File: src/rtl/nfa_pkg.sv
// nfa_pkg: shared types and constants of the NFA acceptance engine.
// No dependencies; compiled first.
package nfa_pkg;

	// Fixed field widths of the item and result beats
	localparam int MASK_W = 16;
	localparam int SYM_W  = 8;
	localparam int FROM_W = 4;

	// Configuration port
	localparam int APB_AW = 4;
	localparam int APB_DW = 32;
	localparam int REG_IDX_W = 2;

	localparam logic [REG_IDX_W-1:0] REG_START_MASK = 2'd0;
	localparam logic [REG_IDX_W-1:0] REG_FINAL_MASK = 2'd1;
	localparam logic [REG_IDX_W-1:0] REG_EPS_SYMBOL = 2'd2;

	// Item operation codes
	typedef enum logic [1:0] {
		OP_LOAD_SYM = 2'd0,
		OP_LOAD_EPS = 2'd1,
		OP_START    = 2'd2,
		OP_FEED     = 2'd3
	} op_t;

	// Sequencer states
	typedef enum logic [2:0] {
		ST_CLEAR,
		ST_IDLE,
		ST_STEP,
		ST_CLOSE,
		ST_DONE
	} seq_state_t;

	// Per-cycle commands broadcast to every state cell
	typedef struct packed {
		logic mem_we;  // write symbol row memory (selected cells)
		logic eps_we;  // write epsilon row (selected cells)
		logic rd_en;   // read symbol row memory
		logic act_we;  // load active bit
	} cell_ctrl_t;

endpackage

File: src/rtl/nfa_cell.sv
// nfa_cell: one automaton state: its symbol row memory, epsilon row and
// active bit, plus its link in the OR chains. Depends on nfa_pkg.
module nfa_cell #(
	parameter int SW = 16,
	parameter int AW = 8
) (
	input  logic                clk,
	input  logic                arst_n,
	input  nfa_pkg::cell_ctrl_t ctrl,
	input  logic                sel,
	input  logic [AW-1:0]       addr,
	input  logic [SW-1:0]       wdata,
	input  logic                act_d,
	output logic                act,
	input  logic [SW-1:0]       sym_acc_in,
	output logic [SW-1:0]       sym_acc_out,
	input  logic [SW-1:0]       eps_acc_in,
	output logic [SW-1:0]       eps_acc_out
);
	import nfa_pkg::*;

	localparam int DEPTH = 1 << AW;

	logic [SW-1:0] sym_mem [DEPTH];
	logic [SW-1:0] rd_row_q;
	logic [SW-1:0] eps_row_q;
	logic          act_q;

	// Symbol row memory: one write port, registered read
	always_ff @(posedge clk) begin
		if (ctrl.mem_we && sel) begin
			sym_mem[addr] <= wdata;
		end
		if (ctrl.rd_en) begin
			rd_row_q <= sym_mem[addr];
		end
	end

	// Epsilon row and active bit
	always_ff @(posedge clk or negedge arst_n) begin
		if (!arst_n) begin
			eps_row_q <= '0;
			act_q     <= 1'b0;
		end else begin
			if (ctrl.eps_we && sel) begin
				eps_row_q <= wdata;
			end
			if (ctrl.act_we) begin
				act_q <= act_d;
			end
		end
	end

	assign act = act_q;

	// Pass the unions on to the next cell, adding this state's rows if active
	assign sym_acc_out = sym_acc_in | (act_q ? rd_row_q : '0);
	assign eps_acc_out = eps_acc_in | (act_q ? eps_row_q : '0);

endmodule

File: config.mk
export PLATFORM = sky130hd
export DESIGN_NAME = nfa_cell
export DESIGN_NICKNAME = d
export VERILOG_FILES = /design/src/rtl/nfa_pkg.sv /design/src/rtl/nfa_cell.sv
export SDC_FILE = /design/constraint.sdc
export NUM_CORES = 2
export LEC_CHECK = 0
export BUFFER_PORTS_ARGS = -buffer_cell sky130_fd_sc_hd__buf_2
export CAP_MARGIN = 20
export CORE_MARGIN = 4
export CORE_UTILIZATION = 60
export DETAILED_ROUTE_END_ITERATION = 12
export PLACE_DENSITY_LB_ADDON = 0.1
export RECOVER_POWER = 25
export SKIP_LAST_GASP = 1
export SYNTH_ARGS = -nofsm -noshare
export SYNTH_HDL_FRONTEND = slang
export SYNTH_SLANG_ARGS = --single-unit
File: constraint.sdc
create_clock -name clk -period 4.25 [get_ports clk]
set_input_delay 0.2125 -clock clk [delete_from_list [all_inputs] [get_ports clk]]
set_output_delay 0.2125 -clock clk [all_outputs]
set_load 0.02 [all_outputs]
==> summary.txt <==
Timing
  • Share of the cycle needed by the critical path after routing: 0.816
  • Actual slew at the worst max-slew pin: 3.59 ns
  • Final critical-path required period: 3.47 ns
  • Final Skew: 0.0570 ns
  • Number of failing setup endpoints in the final timing report: 0
  • Number of hold violations in the final report: 0
  • Achievable Freq: 0.288 GHz
  • Unrepaired setup endpoints after global routing: false
  • Max Slew Vio Count: 1836
  • Slew HR: -1.39
  • Sum of negative setup slack: 0 ns

Run status
  • Result of the run: finished with violations
  • Violations in the final reports: max-capacitance violations, max-slew violations

Die
  • Top-level port count: 97
  • Core Rows: 187
  • Floorplan die width: 518 µm
  • Initial Utilization: 0.602
  • Floorplan die area: 0.268 mm²
  • Die height: 518 µm
  • Area of the placeable core: 0.259 mm²

Finish
  • Most frequent cells in the layout: 4112 x edfxtp_1, 1024 x mux4_2, 556 x buf_4
  • Cell area after layout: 0.178 mm²
  • Footprint of the flip-flops and latches: 0.124 mm²
  • Fraction of layout cells with a size suffix above 1: 0.308
  • Post-layout nets: 7582
  • Most common cell after layout, fill and taps aside: edfxtp_1
  • Synthesis-to-finish area growth: 14.3%
  • Fill cell total of the finished layout: 15800
  • Multi-input gate area: 0.0309 mm²

Hold path
  • Worst hold-check path type: input port to flop
  • Startpoint of the worst hold path: ctrl[0]
  • Worst-case hold path end point: act
  • Hold depth: 3

Clocking
  • Total clock sinks: 4129
  • Number of CTS-inserted buffers: 407
  • Clock root buffer: clkbuf_16
  • Number of levels the H-tree was split into: 5
  • CTS Buffer Depth: 4
  • Clock-pin slew reported for the worst setup and hold paths after clock tree synthesis: 0.06 ns
  • CTS tree: done
  • Latest clock arrival within the worst-skew pair: 0.92 ns

Drt
  • Vias: 77300
  • 1st-iter DRT viols: 11300
  • Residual DRC count: 0
  • Remaining antenna violation count: 0
  • Wirelength, routed: 405000 µm
  • WL per Instance: 36.0 µm
  • Vias/cell: 6.86
  • DRT Pass-1 Iters: 6

Placement
  • Port Buffer Count: 96
  • Placer's final routability congestion estimate: 0.835
  • Detailed placement HPWL: 242000 µm
  • Post-detailed-placement cell area: 0.165 mm²

Synth
  • Sequential element share of the synthesized area: 0.794
  • Library cell with the largest summed area after synthesis: edfxtp_1
  • Syn. warnings: 0
  • Syn_nets: 6840
  • Area of the mapped netlist: 0.156 mm²
  • Share of Yosys cell area claimed by the top area cell type: 0.791
  • Number of synthesized flops with an enable pin: 4112
  • Top cells by area in the synthesized netlist: edfxtp_1 79%, mux4_2 15%, a22oi_1 2.5%, a21oi_1 0.82%, clkbuf_1 0.66%
  • Flop and latch count out of synthesis: 4129
  • Leading register cell type out of synthesis: edfxtp_1
  • Cell variety after synth: 23
  • Share of synthesized flip-flops with an asynchronous set or reset: 0.00412
  • Average instance area after synthesis: 23.0 µm²
  • Number of instances in the synthesized netlist: 6776

Critical path
  • Endpoint type of the worst setup path: flop
  • Master of the slowest instance on the critical path: o41ai_1
  • Startpoint type of the worst setup path: input port
  • Arr. time, crit path: 4.10 ns
  • Top Family by Delay on Critical Path: compound AO/OA/AOI/OAI gates
  • Reg2reg end: rd_row_q[14]
  • R2r setup slk: 0.91 ns
  • Series of cell instances along the critical path: buf_12 > buf_12 > buf_4 > mux4_2 > a22oi_1 > a21oi_1 > o41ai_1 > buf_4 > nand4_1
  • Buffers and inverters on the worst path: 4
  • Data required time at the worst endpoint: 4.88 ns
  • Slowest stage delay, CP: 1.16 ns
  • CP max FO: 44
  • Cell depth of the worst flop-to-flop path: 6
  • Reg-to-reg critical path startpoint: sym_mem[235][14]
  • Kind of critical path: input port to flop

Power and ir drop
  • Worst-case vdd ir drop: 0.392 mV
  • Combinational share of power: 0.047
  • Internal power: 0.0669 W
  • Switching component of the power: 0.0175 W
  • Switch share: 0.208
  • Part of the power in the clock network: 0.420
  • Leakage power of the design: 56.1 nW
  • Power density over the cells: 473 mW/mm²
  • Relative contribution of sequential cells to total power: 0.533

Flow run
  • Max cap viols: 18

Global route
  • GRT Overall Usage: 0.302
  • Number of global-route vias before repair: 76200
  • Wire length of the first global-routing pass: 578000 µm
  • Pin count of the biggest net entering global routing: 140
  • Total congestion overflow after global routing: 0
  • Antenna violations before repair: 26
-- cell families (layout without fill, tap and decap cells) --
family / count (synthesis) / after routing / share of synthesized area
flops: 4129 / 4129 / 0.794
other cells: 0 / 10 / 0
simple gates: 325 / 325 / 0.00837
buf+inv: 417 / 1489 / 0.0111
mux: 1041 / 1041 / 0.149
compound gates: 864 / 864 / 0.0380
-- state kept, by name (all words and copies together) (netlist names) --
| signal | cells |
|---|---|
| sym_mem | 4096 |
| eps_row_q | 16 |
| rd_row_q | 16 |
| act | 1 |
-- worst max path at each step --
stage | startpoint | to | cells after the start
detailed placement | addr[0] | rd_row_q[14] | 9
floorplan | addr[0] | sym_mem[169][0] | 7
global route | wdata[8] | sym_mem[225][8] | 3
CTS | addr[0] | rd_row_q[14] | 9
finish | addr[0] | rd_row_q[14] | 9
global placement | addr[1] | rd_row_q[1] | 8
-- per-stage QoR --
stage | hold slack (ns) | worst slack [ns] | power [W] | util | cells
after global routing | 0.0977 | 0.557 | 0.0869 | 0.688 | 11300
after detailed placement | 0.157 | 0.0830 | 0.0498 | 0.638 | 10500
after floorplan | -0.0831 | 1.49 | 0.0477 | - | 6776
after global placement | 0.141 | -0.611 | 0.0498 | 0.637 | 10500
final | 0.118 | 0.782 | 0.0844 | 0.688 | 11300
after CTS | 0.0555 | 1.07 | 0.0848 | 0.689 | 11200
-- routing by layer --
metal,wire length [µm],vias up,GRT usage
li1,-,30700,-
met1,154000,41200,0.446
met2,194000,4628,0.467
met3,42000,672,0.0604
met4,15300,24,0.0969
met5,169,-,0
-- synthesized netlist by cell type, types with 4 or more instances --
library cell  count
nand2_1          31
a21o_1           32
nor2_1          259
o41ai_1          64
edfxtp_1       4112
buf_1            32
clkbuf_1        273
nand4_1          16
a22oi_1         512
dfrtp_1          17
nand3_1           4
mux4_2         1024
nor2b_1           6
a21oi_1         256
mux2_2           17
buf_4            11
buf_2           101
-- cell type report --
class / count / share of cell area
Timing Repair Buffer: 750 / 0.0352
Multi-Input combinational cell: 2230 / 0.173
Clock buffer: 499 / 0.0603
Antenna cell: 10 / 0.000140
Sequential cell: 4129 / 0.694
Tap cell: 3402 / 0.0239
Clock inverter: 240 / 0.0129
-- power groups by stage --
stage / Combinational (W) / Clock (W) / Sequential (W)
after floorplan: 0.00196 / 0 / 0.0458
after global placement: 0.00392 / 0 / 0.0458
after detailed placement: 0.00400 / 0 / 0.0458
after CTS: 0.00402 / 0.0358 / 0.0450
after global routing: 0.00417 / 0.0377 / 0.0450
final: 0.00397 / 0.0354 / 0.0450
-- tightest hold or removal path: stages --
cell and delay (ns):
buf_2 0.08, mux2_2 0.13, dlygate4sd3_1 0.54
-- repair_timing --
action | 4_1_cts | 5_1_grt
buffers inserted | 0 | 0
hold buffers | 21 | 0
resized for setup | 0 | 0
hold endpoints to repair | 1196 | 0
Note: power is estimated with default switching activity, not from simulation.
